$ cat src/design/facull_pkg.sv
`default_nettype none
package facull_pkg;

  // Register layout: normal x, y, z in Q1.10, distance in Q17.10
  localparam int PLANE_W   = 64;
  localparam int PLANE_CNT = 6;
  localparam int NORM_W    = 12;
  localparam int DIST_W    = 28;
  localparam int DIST_LSB  = 3 * NORM_W;
  localparam int CFG_IDX_W = 3;

  // Chunk grid coordinates and box edge lengths in world units
  localparam int CHUNK_W = 12;
  localparam int SIZE_X  = 32;
  localparam int SIZE_Y  = 32;
  localparam int SIZE_Z  = 32;
  localparam int SIZE_XY  = (SIZE_X > SIZE_Y) ? SIZE_X : SIZE_Y;
  localparam int SIZE_MAX = (SIZE_XY > SIZE_Z) ? SIZE_XY : SIZE_Z;

  // Box corners reach (2^(CHUNK_W-1)) * SIZE in magnitude, max side included
  localparam int COORD_W = $clog2((2 ** (CHUNK_W - 1)) * SIZE_MAX + 1) + 1;
  localparam int PROD_W  = COORD_W + NORM_W;
  localparam int ACC_HI  = (PROD_W + 2 > DIST_W) ? PROD_W + 2 : DIST_W;
  localparam int ACC_W   = ACC_HI + 1;

  // Configuration register indexes
  typedef enum logic [CFG_IDX_W-1:0] {
    PLANE_LEFT,
    PLANE_RIGHT,
    PLANE_BOTTOM,
    PLANE_TOP,
    PLANE_NEAR,
    PLANE_FAR
  } plane_idx_t;

  localparam plane_idx_t PLANE_IDX [PLANE_CNT] = '{
    PLANE_LEFT, PLANE_RIGHT, PLANE_BOTTOM, PLANE_TOP, PLANE_NEAR, PLANE_FAR
  };

  typedef logic signed [COORD_W-1:0] coord_t;

  // Word handed along the chain of plane cells
  typedef struct packed {
    coord_t [2:0] lo;
    coord_t [2:0] hi;
    logic         vis;
  } item_t;

endpackage
`default_nettype wire

$ cat src/design/facull_cell.sv
`default_nettype none
module facull_cell import facull_pkg::*; (
  input  wire logic               clk,
  input  wire logic               rst_n,
  input  wire logic               cfg_wr,
  input  wire logic [PLANE_W-1:0] cfg_data,
  input  wire logic               up_vld,
  output logic                    up_rdy,
  input  wire item_t              up_item,
  output logic                    dn_vld,
  input  wire logic               dn_rdy,
  output item_t                   dn_item
);

  logic [PLANE_W-1:0]      plane_r;
  logic                    vld_a_r;
  logic                    vld_a_nxt;
  item_t                   item_a_r;
  logic signed [PROD_W-1:0] prod_r   [3];
  logic signed [PROD_W-1:0] prod_nxt [3];
  logic                    vld_b_r;
  logic                    vld_b_nxt;
  item_t                   item_b_r;
  item_t                   item_b_nxt;
  logic                    rdy_a;
  logic                    rdy_b;
  logic signed [NORM_W-1:0] norm     [3];
  logic signed [PROD_W-1:0] norm_ext [3];
  logic signed [PROD_W-1:0] pick_ext [3];
  logic signed [DIST_W-1:0] plane_dist;
  logic signed [ACC_W-1:0]  acc;

  // Hold the plane written by software
  always_ff @(posedge clk) begin
    if (!rst_n) begin
      plane_r <= '0;
    end else if (cfg_wr) begin
      plane_r <= cfg_data;
    end
  end

  // Stall chain: a stage takes a word when empty or when it empties
  assign rdy_b  = !vld_b_r || dn_rdy;
  assign rdy_a  = !vld_a_r || rdy_b;
  assign up_rdy = rdy_a;

  // Pick the corner farthest along the normal, one product per axis
  always_comb begin
    for (int a = 0; a < 3; a++) begin
      norm[a]     = $signed(plane_r[a*NORM_W +: NORM_W]);
      norm_ext[a] = PROD_W'(norm[a]);
      pick_ext[a] = norm[a][NORM_W-1] ? PROD_W'($signed(up_item.lo[a]))
                                      : PROD_W'($signed(up_item.hi[a]));
      prod_nxt[a] = norm_ext[a] * pick_ext[a];
    end
  end

  assign vld_a_nxt = rdy_a ? up_vld : vld_a_r;

  // Sum the products with the distance and drop visibility on a negative result
  assign plane_dist = $signed(plane_r[DIST_LSB +: DIST_W]);
  assign acc  = ACC_W'(plane_dist) + ACC_W'(prod_r[0]) + ACC_W'(prod_r[1])
              + ACC_W'(prod_r[2]);

  always_comb begin
    item_b_nxt     = item_a_r;
    item_b_nxt.vis = item_a_r.vis && !acc[ACC_W-1];
  end

  assign vld_b_nxt = rdy_b ? vld_a_r : vld_b_r;

  always_ff @(posedge clk) begin
    if (!rst_n) begin
      vld_a_r <= 1'b0;
      vld_b_r <= 1'b0;
    end else begin
      vld_a_r <= vld_a_nxt;
      vld_b_r <= vld_b_nxt;
    end
  end

  // Advance the payload only when the stage takes a word
  always_ff @(posedge clk) begin
    if (up_vld && rdy_a) begin
      item_a_r <= up_item;
      prod_r   <= prod_nxt;
    end
    if (vld_a_r && rdy_b) begin
      item_b_r <= item_b_nxt;
    end
  end

  assign dn_vld  = vld_b_r;
  assign dn_item = item_b_r;

  a_b_hold: assert property (@(posedge clk) disable iff (!rst_n)
    vld_b_r && !dn_rdy |=> vld_b_r && $stable(item_b_r))
    else $error("blocked sum stage lost or changed its word");

  a_a_hold: assert property (@(posedge clk) disable iff (!rst_n)
    vld_a_r && !rdy_b |=> vld_a_r && $stable(item_a_r))
    else $error("blocked product stage lost or changed its word");

  a_no_revive: assert property (@(posedge clk) disable iff (!rst_n)
    vld_a_r && rdy_b && !item_a_r.vis |=> !item_b_r.vis)
    else $error("culled word became visible again in a plane cell");

endmodule
`default_nettype wire

$ cat config.mk
export PLATFORM = sky130hd
export DESIGN_NAME = facull_cell
export DESIGN_NICKNAME = d
export VERILOG_FILES = /design/src/design/facull_pkg.sv /design/src/design/facull_cell.sv
export SDC_FILE = /design/constraint.sdc
export NUM_CORES = 2
export LEC_CHECK = 0
export BUFFER_PORTS_ARGS = -buffer_cell sky130_fd_sc_hd__buf_2
export CAP_MARGIN = 30
export CORE_MARGIN = 2
export CORE_UTILIZATION = 30
export DETAILED_ROUTE_END_ITERATION = 10
export MAX_ROUTING_LAYER = met4
export SKIP_LAST_GASP = 1
export SLEW_MARGIN = 40
export SYNTH_ARGS = -nofsm -noshare
export SYNTH_HDL_FRONTEND = slang
export SYNTH_SLANG_ARGS = --single-unit
$ cat constraint.sdc
create_clock -name clk -period 13.3 [get_ports clk]
set_input_delay 0 -clock clk [delete_from_list [all_inputs] [get_ports clk]]
set_output_delay 0 -clock clk [all_outputs]
set_load 0.01 [all_outputs]
==> impl_metrics.tcl <==
set metrics [dict create \
    ys_seq_elements 374 \
    fillers 12000 \
    clockPowerShare 0.204 \
    maxCapViolCount 0 \
    setup_violations 0 \
    combPwrFrac 0.521 \
    hold_viol 0 \
    synth_nets 4367 \
    yosys.area.top_type "fa_1" \
    ys.flop_type "edfxtp_1" \
    die_w_um 354 \
    synthTopCellsByArea "fa_1 (36%), edfxtp_1 (25%), ha_1 (7.4%)" \
    root_buffer "clkbuf_16" \
    cp-start-kind "flip-flop" \
    core_area_um2 122000 \
    p_sw_frac 0.404 \
    critPathKind "reg2reg" \
    cp_slowest_cell "dfxtp_2" \
    dr.pass1.iters 5 \
    final_nets 4767 \
    ir_drop_uv 163 \
    antenna_found_initial 5 \
    utilization 0.356 \
    area_delta_synth_final_pct 17.9 \
    yosys_warnings 0 \
    cts_sinks 374 \
    crit_chain "mux2_2 > and2_1 > fa_1 > inv_1 > fa_1 > inv_1 > fa_1 > fa_1 > inv_1 > fa_1 > inv_1 > ha_1 > a21oi_1 > nand3b_1 > o21ai_0 > a31oi_1 > o21ai_0 > nand4b_1 > a31o_2 > a21oi_1 > xnor2_1" \
    post_cts_buffers 0 \
    htreeDepth 2 \
    final.setup.tns_ns 0 \
    final_max_slew_viol_count 0 \
    synth_edf_count 308 \
    syn_inst 3316 \
    placed_area_um2 39900 \
    num_rows 128 \
    slew_headroom 0.425 \
    instances_no_fill 5384 \
    fin_area_um2 43400 \
    syn_area_per_cell_um2 11.1 \
    p_int_w 0.00372 \
    drc_errors 0 \
    post-route-period-util 0.491 \
    port_buffers 288 \
    gp_congestion 0.836 \
    seq_area_um2 10600 \
    power_frac_seq 0.274 \
    die_area_um2 126000 \
    clock_latency_ns 0.62 \
    grt_pass1_vias 25900 \
    multi_input_area_um2 23200 \
    crit_arrival_ns 6.88 \
    status "finished, final reports clean" \
    grt_max_degree 136 \
    cts_resized 0 \
    dp_hpwl_mm 69.8 \
    end_kind "flip-flop" \
    grt_pass1_wl_mm 141 \
    die_h_um 354 \
    synth_cell_types 57 \
    ctsHoldBuffers 196 \
    max_freq_mhz 153 \
    cpMostUsedCell "fa_1" \
    skew_ns 0.0225 \
    vias_per_cell 4.42 \
    switching_power_w 0.00252 \
    power_leakage_nw 19.8 \
    cts_tree "built" \
    start_util 0.302 \
    dr.first_iter.drc_count 1336 \
    cts_buffers 47 \
    ys_seq_area_frac 0.287 \
    cts_buffer_depth 3 \
    drive_gt1_frac 0.120 \
    p_per_area_nw_per_um2 144 \
    dp.cells 5094 \
    holdWs_ns 0.0402 \
    ant_nets 0 \
    grt-ovfl-total 0 \
    grt_use_total 0.148 \
    rsz0062_at_grt "no" \
    synth-async-reset-ratio 0 \
    wirelength_mm 87.4 \
    cp.required_ns 13.65 \
    num_vias 23800 \
    worstMarginPinSlew_ns 0.862 \
    clk_pin_slew_ns 0.06 \
    mappedNetlistArea_um2 36800 \
    layout_min_cycle_time_ns 6.53 \
    synth_top_area_frac 0.356 \
    hp-class "in2reg" \
    routedWlPerCell_um 16.2 \
    io_pins 289 \
    max_stage_delay_ns 0.68 \
    crit_fanout 24 \
]
[power by group through the flow]
stage                     Sequential, W  Clock [W]  Combinational [W]
after floorplan                 0.00166          0            0.00241
after global placement          0.00174          0            0.00317
after detailed placement        0.00174          0            0.00324
after CTS                       0.00172    0.00132            0.00331
after global routing            0.00174    0.00136            0.00377
final                           0.00171    0.00127            0.00325
[final timing paths]
check | end | slack (ns) | cells past startpoint | start
max | prod_r[29] | 6.77 | 21 | plane_r[35]
max reg2reg | prod_r[29] | 6.77 | 21 | plane_r[35]
min reg2reg | dn_item[4] | 0.40 | 0 | item_a_r[4]
min | plane_r[1] | 0.04 | 3 | rst_n
[sequential cells by signal, summed over array words and instances, names as in the netlist]
| name | cells |
|---|---|
| dn_item | 109 |
| item_a_r | 109 |
| prod_r | 90 |
| plane_r | 64 |
| dn_vld | 1 |
| vld_a_r | 1 |
[Yosys cell counts, types with 10 or more instances]
cell type and number:
xnor2_1 69, nor3_1 12, and2_1 198, nand3_1 10, mux2_2 53, nor2_1 78
a21o_1 31, clkbuf_1 133, mux2i_1 66, o21a_1 15, a21oi_1 55, fa_1 654
dfxtp_1 66, nor2b_1 84, edfxtp_1 308, inv_1 676, nand2b_1 20, nand2_1 422
xor2_1 19, ha_1 219, o21ai_0 37
[metrics by stage]
step / total power [W] / setup WS [ns]
6_report: 0.00624 / 6.77
5_1_grt: 0.00687 / 6.35
4_1_cts: 0.00636 / 6.80
3_5_place_dp: 0.00498 / 6.83
3_3_place_gp: 0.00492 / 6.50
2_1_floorplan: 0.00407 / 6.96
[metal layers]
layer | up-vias | wire length, µm | GRT usage
met5 | - | 0 | -
met4 | 0 | 2510 | 0.0458
met3 | 123 | 4330 | 0.0243
met2 | 495 | 43100 | 0.241
met1 | 12200 | 37400 | 0.188
li1 | 11000 | - | -
[critical path: cells and delay by family, from the launching register on]
family                   cells  cell delay (ns)
AND/OR/NAND/NOR              3             0.51
XOR/XNOR                     1             0.08
AO/OA/AOI/OAI                6             1.48
flip-flops                   1             0.68
buffers and inverters        4             0.21
adder cells (fa/ha/maj)      6             2.82
multiplexers                 1             0.49
[cell type report]
type	count	share of cell area
clock inverter	29	0.00646
multi-input combinational	2123	0.534
tap	1625	0.0468
inverter	677	0.0585
timing repair buffer	493	0.0814
clock buffer	57	0.0284
antenna	6	0.000346
sequential	374	0.244
[kinds of logic (layout without fill, tap and decap cells)]
group           Yosys count  after routing  synth area share
flops                   374            374             0.287
fa+ha+maj               873            873             0.430
buf+inv                 819           1256            0.0835
compound gates          192            192            0.0340
xor+xnor                 88             88            0.0209
simple gates            851            851             0.110
other cells               0              6                 0
mux                     119            119            0.0341
[placed cells by master, fill, tap and decap left out, types with 53 or more instances in the layout]
| cell | count |
|---|---|
| inv_1 | 676 |
| fa_1 | 654 |
| nand2_1 | 422 |
| edfxtp_1 | 308 |
| buf_2 | 287 |
| ha_1 | 219 |
| and2_1 | 197 |
| dlygate4sd3_1 | 196 |
| nor2b_1 | 83 |
| nor2_1 | 78 |
| xnor2_1 | 69 |
| mux2i_1 | 66 |
| dfxtp_1 | 56 |
| a21oi_1 | 55 |
| mux2_2 | 53 |
Note: power is estimated with default switching activity, not from simulation.
