## config.mk

```make
export PLATFORM = sky130hd
export DESIGN_NAME = facull_corner
export DESIGN_NICKNAME = d
export VERILOG_FILES = /design/src/design/facull_pkg.sv /design/src/design/facull_corner.sv
export SDC_FILE = /design/constraint.sdc
export NUM_CORES = 1
export LEC_CHECK = 0
export BUFFER_PORTS_ARGS = -buffer_cell sky130_fd_sc_hd__buf_2
export CELL_PAD_IN_SITES_DETAIL_PLACEMENT = 1
export CELL_PAD_IN_SITES_GLOBAL_PLACEMENT = 2
export CORE_ASPECT_RATIO = 1.4
export CORE_MARGIN = 2
export CORE_UTILIZATION = 31
export CTS_BUF_LIST = sky130_fd_sc_hd__clkbuf_2
export CTS_CLUSTER_SIZE = 16
export DETAILED_ROUTE_END_ITERATION = 8
export PLACE_DENSITY = 0.92
export SLEW_MARGIN = 40
export SYNTH_ARGS = -nofsm -noshare
export SYNTH_HDL_FRONTEND = slang
export SYNTH_SLANG_ARGS = --single-unit
```

## constraint.sdc

```tcl
create_clock -name clk -period 3.5 [get_ports clk]
set_input_delay 0.35 -clock clk [delete_from_list [all_inputs] [get_ports clk]]
set_output_delay 0.35 -clock clk [all_outputs]
set_load 0.05 [all_outputs]
```

## src/design/facull_pkg.sv

```systemverilog
`default_nettype none
package facull_pkg;

  // Register layout: normal x, y, z in Q1.10, distance in Q17.10
  localparam int PLANE_W   = 64;
  localparam int PLANE_CNT = 6;
  localparam int NORM_W    = 12;
  localparam int DIST_W    = 28;
  localparam int DIST_LSB  = 3 * NORM_W;
  localparam int CFG_IDX_W = 3;

  // Chunk grid coordinates and box edge lengths in world units
  localparam int CHUNK_W = 12;
  localparam int SIZE_X  = 32;
  localparam int SIZE_Y  = 32;
  localparam int SIZE_Z  = 32;
  localparam int SIZE_XY  = (SIZE_X > SIZE_Y) ? SIZE_X : SIZE_Y;
  localparam int SIZE_MAX = (SIZE_XY > SIZE_Z) ? SIZE_XY : SIZE_Z;

  // Box corners reach (2^(CHUNK_W-1)) * SIZE in magnitude, max side included
  localparam int COORD_W = $clog2((2 ** (CHUNK_W - 1)) * SIZE_MAX + 1) + 1;
  localparam int PROD_W  = COORD_W + NORM_W;
  localparam int ACC_HI  = (PROD_W + 2 > DIST_W) ? PROD_W + 2 : DIST_W;
  localparam int ACC_W   = ACC_HI + 1;

  // Configuration register indexes
  typedef enum logic [CFG_IDX_W-1:0] {
    PLANE_LEFT,
    PLANE_RIGHT,
    PLANE_BOTTOM,
    PLANE_TOP,
    PLANE_NEAR,
    PLANE_FAR
  } plane_idx_t;

  localparam plane_idx_t PLANE_IDX [PLANE_CNT] = '{
    PLANE_LEFT, PLANE_RIGHT, PLANE_BOTTOM, PLANE_TOP, PLANE_NEAR, PLANE_FAR
  };

  typedef logic signed [COORD_W-1:0] coord_t;

  // Word handed along the chain of plane cells
  typedef struct packed {
    coord_t [2:0] lo;
    coord_t [2:0] hi;
    logic         vis;
  } item_t;

endpackage
`default_nettype wire

```

## src/design/facull_corner.sv

```systemverilog
`default_nettype none
module facull_corner import facull_pkg::*; (
  input  wire logic               clk,
  input  wire logic               rst_n,
  input  wire logic               up_vld,
  output logic                    up_rdy,
  input  wire logic [CHUNK_W-1:0] chunk_x,
  input  wire logic [CHUNK_W-1:0] chunk_y,
  input  wire logic [CHUNK_W-1:0] chunk_z,
  output logic                    dn_vld,
  input  wire logic               dn_rdy,
  output item_t                   dn_item
);

  localparam coord_t SIZE_C [3] = '{
    COORD_W'(SIZE_X), COORD_W'(SIZE_Y), COORD_W'(SIZE_Z)
  };

  logic   vld_r;
  logic   vld_nxt;
  item_t  item_r;
  item_t  item_nxt;
  coord_t chunk_ext [3];

  // Widen the grid position to world-coordinate width
  always_comb begin
    chunk_ext[0] = COORD_W'($signed(chunk_x));
    chunk_ext[1] = COORD_W'($signed(chunk_y));
    chunk_ext[2] = COORD_W'($signed(chunk_z));
  end

  assign up_rdy = !vld_r || dn_rdy;

  // Form the min and max corner of the box on each axis
  always_comb begin
    item_nxt     = item_r;
    item_nxt.vis = 1'b1;
    for (int a = 0; a < 3; a++) begin
      item_nxt.lo[a] = chunk_ext[a] * SIZE_C[a];
      item_nxt.hi[a] = chunk_ext[a] * SIZE_C[a] + SIZE_C[a];
    end
  end

  assign vld_nxt = up_rdy ? up_vld : vld_r;

  always_ff @(posedge clk) begin
    if (!rst_n) begin
      vld_r <= 1'b0;
    end else begin
      vld_r <= vld_nxt;
    end
  end

  always_ff @(posedge clk) begin
    if (up_vld && up_rdy) begin
      item_r <= item_nxt;
    end
  end

  assign dn_vld  = vld_r;
  assign dn_item = item_r;

  // A freshly formed word always starts as visible
  a_fresh_vis: assert property (@(posedge clk) disable iff (!rst_n)
    up_vld && up_rdy |=> vld_r && item_r.vis)
    else $error("corner stage loaded a word already marked culled");

endmodule
`default_nettype wire

```

==> results of run 1 <==
## worst max-delay path by stage
| stage | startpoint | end | slack [ns] | cells after the start |
|---|---|---|---|---|
| after floorplan | dn_vld | dn_item[100] | 0.26 | 2 |
| after global placement | dn_rdy | dn_item[106] | 1.79 | 3 |
| after detailed placement | dn_rdy | dn_item[103] | 1.83 | 4 |
| after CTS | dn_vld | up_rdy | 1.86 | 2 |
| after global routing | dn_vld | up_rdy | 1.79 | 2 |
| final | dn_vld | up_rdy | 1.94 | 2 |
## per-layer routing
layer	track usage	wire length, um
met1	0.107	2250
met2	0.224	3670
met3	0.0345	433
met4	0.0697	143
met5	0	0
## placed cells by master (no fill, tap or decap), types with 2 or more instances in the layout
| cell | instances |
|---|---|
| edfxtp_1 | 75 |
| conb_1 | 31 |
| and3_1 | 4 |
| nand2_1 | 5 |
| nor2_1 | 7 |
| inv_1 | 9 |
| ha_1 | 3 |
| xor2_1 | 17 |
| dlygate4sd3_1 | 7 |
| xnor2_1 | 13 |
| clkbuf_2 | 9 |
| nand4_1 | 4 |
| nand3_2 | 3 |
| nand3_1 | 10 |
| nor3_1 | 2 |
| clkinvlp_4 | 3 |
| clkinv_2 | 3 |
| buf_2 | 119 |
| nor3_2 | 8 |
| nand4_2 | 2 |
## registers in the layout, summed over array words and instances, names as in the netlist
name,flops
dn_vld,1
dn_item,75
## final cells by class
cell class	instances	area share
Antenna cell	1	0.000617
Clock buffer	9	0.0111
Clock inverter	7	0.0167
Inverter	9	0.00833
Multi-Input combinational cell	116	0.191
Sequential cell	76	0.560
Tap cell	138	0.0426
Timing Repair Buffer	127	0.169
## cells by family (layout without fill, tap and decap cells)
family / Yosys count / count (layout) / synth area share
DFF: 76 / 76 / 0.705
and+or+nand+nor: 48 / 48 / 0.0993
buffers and inverters: 43 / 152 / 0.0896
xor gates and xnor gates: 30 / 30 / 0.0815
AOI/OAI and AO/OA: 4 / 4 / 0.0109
adders and majority gates: 3 / 3 / 0.0116
other: 2 / 32 / 0.00233
## worst max-delay path, stage by stage, from the launching register on
cell and delay, ns:
dfxtp_1 0.36, nand2b_1 0.10, buf_2 0.27
## Yosys cell counts (2+ instances only)
cell type,count
buf_4,34
nand3_1,10
nor2_1,7
nand3_2,3
ha_1,3
and3_1,4
nand4_1,4
inv_1,9
xor2_1,17
nand2_1,5
edfxtp_1,75
nor3_1,2
xnor2_1,13
nand4_2,2
nor3_2,8
conb_1,2
## power breakdown
group	total [mW]	switching [mW]	internal, mW
clock network	0.457	0.297	0.160
logic	0.447	0.364	0.0822
registers	1.08	0.0146	1.07
total	1.99	0.676	1.31
==> flow_metrics.tcl, run 1 <==
set metrics [dict create \
    finalSetupViolCount 0 \
    min_to "dn_item[96]" \
    antenna_left 0 \
    num_io_pins 151 \
    layout-drive-gt1-share 0.442 \
    synth_top_cell_by_area "edfxtp_1" \
    io_buffers 119 \
    fin_ws_ns 1.94 \
    avgSynthCellArea_sq_um 15.7 \
    cts_htree_levels 3 \
    p_leak_nw 1.68 \
    rrSetupSlack_ns 1.98 \
    path_max_fanout 3 \
    clock_skew_ns 0.0202 \
    gp_congestion 0.692 \
    drc 0 \
    grtUsageTotal 0.117 \
    reg2reg_from "dn_vld" \
    status "finished, final reports clean" \
    multiInputGateArea_sq_um 774 \
    cp_data_arrival_time_ns 1.21 \
    finalSetupTns_ns 0 \
    ys_ff_latch 76 \
    clock_path_buffers 2 \
    fin_cells 483 \
    cts_tree "done" \
    viasPerCell 4.09 \
    dp_hpwl_mm 5.18 \
    initial_utilization 0.315 \
    root_buffer "clkbuf_2" \
    power.density_nw_per_um2 490 \
    grt_start_max_net_pins 42 \
    clock.fmax_mhz 642 \
    stdcell_area_sq_um 4050 \
    wl_per_cell_um 13.4 \
    netlist_instances 206 \
    core-area_sq_um 10200 \
    die_y_um 125 \
    placed_area_sq_um 3870 \
    cp-end-kind "primary output" \
    hold_depth 1 \
    rr_endpoint "dn_item[66]" \
    timing.max_cap.violations 0 \
    syn_area_sq_um 3220 \
    vdd_drop_max_mv 0.132 \
    cts_sinks 76 \
    synthArstFlopShare 0 \
    synth_top_area_share 0.698 \
    dp.cells 459 \
    synth_edf_count 75 \
    crit_type "register to primary output" \
    cts_setup_buffers 0 \
    worstPathRequired_ns 3.15 \
    fp-row-count 44 \
    synth_area_leaders "edfxtp_1 (70%), buf_4 (7.9%), xor2_1 (4.6%)" \
    maxSlewViolCount 0 \
    antenna_found_initial 1 \
    synth_cell_types 24 \
    synthFlopType "edfxtp_1" \
    finalPower_mw 1.99 \
    worstHoldStart "chunk_z[0]" \
    worstRegToRegCells 3 \
    die_w_um 90.2 \
    worst_setup_path_start_kind "register" \
    grt_pass1_wl_mm 10.0 \
    postLayoutCoreUtil 0.396 \
    overflow 0 \
    grt_pass1_vias 2034 \
    syn2layout_area_growth_pct 25.7 \
    hp-class "primary input to register" \
    ys_seq_area_frac 0.705 \
    vias 1976 \
    hold_buffers 5 \
    dr.pass1.iters 4 \
    hold_viol 0 \
    fill_cells 1143 \
    insertion_delay_ns 0.50 \
    nNetsFinal 382 \
    cts.clk_slew.worst_paths_ns 0.22 \
    cts-resized-gates 0 \
    holdWs_ns 0.0791 \
    cts_buffers 9 \
    synth_warnings 0 \
    pre_cts_slack_ns 1.83 \
    ff_latch_area_sq_um 2270 \
    initialDrtViolationCount 58 \
    min_period_ns 1.56 \
    drt_wl_total_mm 6.50 \
    rsz0062_at_grt "false" \
    die_area_sq_um 11200 \
    period_share 0.445 \
]
No activity file was read; power rests on OpenSTA's default activity.
==> run 2: changes to the inputs <==
--- a/config.mk
+++ b/config.mk
@@ -5,16 +5,17 @@
 export SDC_FILE = /design/constraint.sdc
 export NUM_CORES = 1
 export LEC_CHECK = 0
+export ABC_AREA = 1
 export BUFFER_PORTS_ARGS = -buffer_cell sky130_fd_sc_hd__buf_2
 export CELL_PAD_IN_SITES_DETAIL_PLACEMENT = 1
 export CELL_PAD_IN_SITES_GLOBAL_PLACEMENT = 2
 export CORE_ASPECT_RATIO = 1.4
 export CORE_MARGIN = 2
-export CORE_UTILIZATION = 31
+export CORE_UTILIZATION = 27
 export CTS_BUF_LIST = sky130_fd_sc_hd__clkbuf_2
 export CTS_CLUSTER_SIZE = 16
 export DETAILED_ROUTE_END_ITERATION = 8
-export PLACE_DENSITY = 0.92
+export PLACE_DENSITY = 0.88
 export SLEW_MARGIN = 40
 export SYNTH_ARGS = -nofsm -noshare
 export SYNTH_HDL_FRONTEND = slang
==> constraint.sdc (replaced) <==
create_clock -name clk -period 1.3 [get_ports clk]
set_input_delay 0.13 -clock clk [delete_from_list [all_inputs] [get_ports clk]]
set_output_delay 0.13 -clock clk [all_outputs]
set_load 0.05 [all_outputs]
==> flow_metrics.tcl, run 2 <==
set metrics [dict create \
    status "complete, but fails checks" \
    violations "setup timing" \
    avgSynthCellArea_sq_um 12.4 \
    pre_cts_slack_ns 0.0340 \
    muxShareOfSynthArea 0 \
    period_share 1.02 \
    synth_xor_area_frac 0.0521 \
    timing.max_cap.violations 0 \
    stdcell_area_sq_um 5190 \
    hold_viol 0 \
    worst_setup_path_start_kind "register" \
    synth_top_family_by_area "simple AND/OR/NAND/NOR gates" \
    cts_buffers 9 \
    synth_edf_count 75 \
    synth_warnings 0 \
    synth_area_leaders "edfxtp_1 (67%), buf_4 (7.6%), nand2_1 (6.6%)" \
    grt_pass1_wl_mm 13.6 \
    initial_utilization 0.275 \
    die_area_sq_um 13400 \
    vias 2478 \
    core-area_sq_um 12300 \
    fin_ws_ns -0.0264 \
    syn2layout_area_growth_pct 54.2 \
    dp_hpwl_mm 5.97 \
    clock.fmax_mhz 754 \
    crit_family "buffers and inverters" \
    hold_depth 5 \
    synth-compound-area-share 0.00372 \
    clock_skew_ns 0.0142 \
    cp_data_arrival_time_ns 1.56 \
    rsz0062_at_grt "true" \
    layout-drive-gt1-share 0.345 \
    nNetsFinal 485 \
    wl_per_cell_um 14.9 \
    crit_type "register to register" \
    clock_path_buffers 2 \
    drc 0 \
    cpMaxStageDelayCell "dfxtp_4" \
    num_io_pins 151 \
    finalSetupViolCount 34 \
    hp-class "primary input to register" \
    initialDrtViolationCount 65 \
    cts_tree "done" \
    cp-end-kind "register" \
    viasPerCell 4.14 \
    cts_htree_levels 3 \
    power.density_nw_per_um2 1160 \
    crit_buf_inv 3 \
    io_buffers 119 \
    synthArstFlopShare 0 \
    grtUsageTotal 0.132 \
    netlist_instances 272 \
    fill_cells 1321 \
    slowest_delay_ns 0.41 \
    worstPathCellList "buf_6, a21oi_4, buf_12, buf_16" \
    synth_top_area_share 0.670 \
    worstRegToRegCells 4 \
    die_y_um 136 \
    ff_latch_area_sq_um 2280 \
    path_max_fanout 35 \
    grt_pass1_vias 2661 \
    maxSlewViolCount 0 \
    gp_congestion 0.714 \
    placed_area_sq_um 4060 \
    cts.clk_slew.worst_paths_ns 0.21 \
    synth_top_cell_by_area "edfxtp_1" \
    synthFlopType "edfxtp_1" \
    dr.pass1.iters 4 \
    final_cell_mix "buf_6 (80), edfxtp_1 (75), nand2_1 (58)" \
    ys_seq_area_frac 0.676 \
    antenna_left 0 \
    drt_wl_total_mm 8.95 \
    grt_start_max_net_pins 41 \
    fp-row-count 48 \
    cts_sinks 76 \
    synth_cell_types 19 \
    holdWs_ns 0.291 \
    insertion_delay_ns 0.50 \
    largest_reg_flops 75 \
    worstPathRequired_ns 1.53 \
    die_w_um 98.3 \
    min_period_ns 1.33 \
    root_buffer "clkbuf_2" \
    crit_cells 4 \
    vdd_drop_max_mv 0.507 \
    syn_area_sq_um 3360 \
    final_common_cell "buf_6" \
    synthAdderAreaFrac 0.0112 \
    post-synth-top-count-cell "edfxtp_1" \
    synthSimpleGateAreaFrac 0.153 \
    overflow 0 \
    netlist_top_cells_count "edfxtp_1 (75), nand2_1 (59), buf_4 (34)" \
    antenna_found_initial 2 \
    finalPower_mw 6.02 \
    ys_ff_latch 76 \
    multiInputGateArea_sq_um 873 \
    p_leak_nw 2.23 \
]
## run 2: power breakdown
part / switching, mW / internal, mW
clock: 0.858 / 0.644
sequential: 0.0767 / 2.88
combinational: 1.06 / 0.505
## run 2: worst register-to-register path: stages (launching register included)
cell,delay [ns]
dfxtp_4,0.41
buf_6,0.12
a21oi_4,0.16
buf_12,0.15
buf_16,0.20
## run 2: path summary, 6_finish.rpt
| path | end | from | slack, ns |
|---|---|---|---|
| setup / recovery | dn_item[50] | dn_vld | -0.03 |
| hold reg to reg | dn_item[35] | dn_vld | 1.01 |
| hold / removal | dn_item[35] | up_vld | 0.29 |
| setup reg to reg | dn_item[50] | dn_vld | -0.03 |
## run 2: layout make-up
cell class                 instances  area share
timing repair buffer             164       0.312
sequential                        76       0.439
antenna                            2    0.000965
tap                              150      0.0362
clock inverter                     6      0.0169
inverter                          24      0.0174
clock buffer                      10     0.00965
multi-input combinational        167       0.168
## run 2: timing repair
item / 4_1_cts / 5_1_grt
endpoints found under the hold margin: 76 / 0
pin swaps: 0 / 1
buffers inserted: 1 / 1
gates cloned: 0 / 2
setup endpoints to repair: 80 / 96
hold buffers: 38 / 0
gates resized for setup: 143 / 22
## run 2: kinds of logic after synthesis
group	after synthesis
compound gates	2
xor+xnor	20
fa+ha+maj	3
buf+inv	58
flops	76
other cells	2
simple gates	111
## run 2: per-layer routing
metal  GRT usage  up-vias  share of wire
met5           0        -              0
met4      0.0609        0          0.016
met3      0.0257       10          0.055
met2       0.248      110           0.55
met1       0.141     1169           0.38
li1            -     1189              -
## run 2: per-stage QoR
step | std cells | setup TNS, ns | util
floorplan | 301 | -61.40 | -
global placement | 539 | 0 | 0.332
detailed placement | 539 | 0 | 0.332
CTS | 594 | -1.34 | 0.410
global route | 599 | -4.68 | 0.423
finish | 599 | -0.473 | 0.423
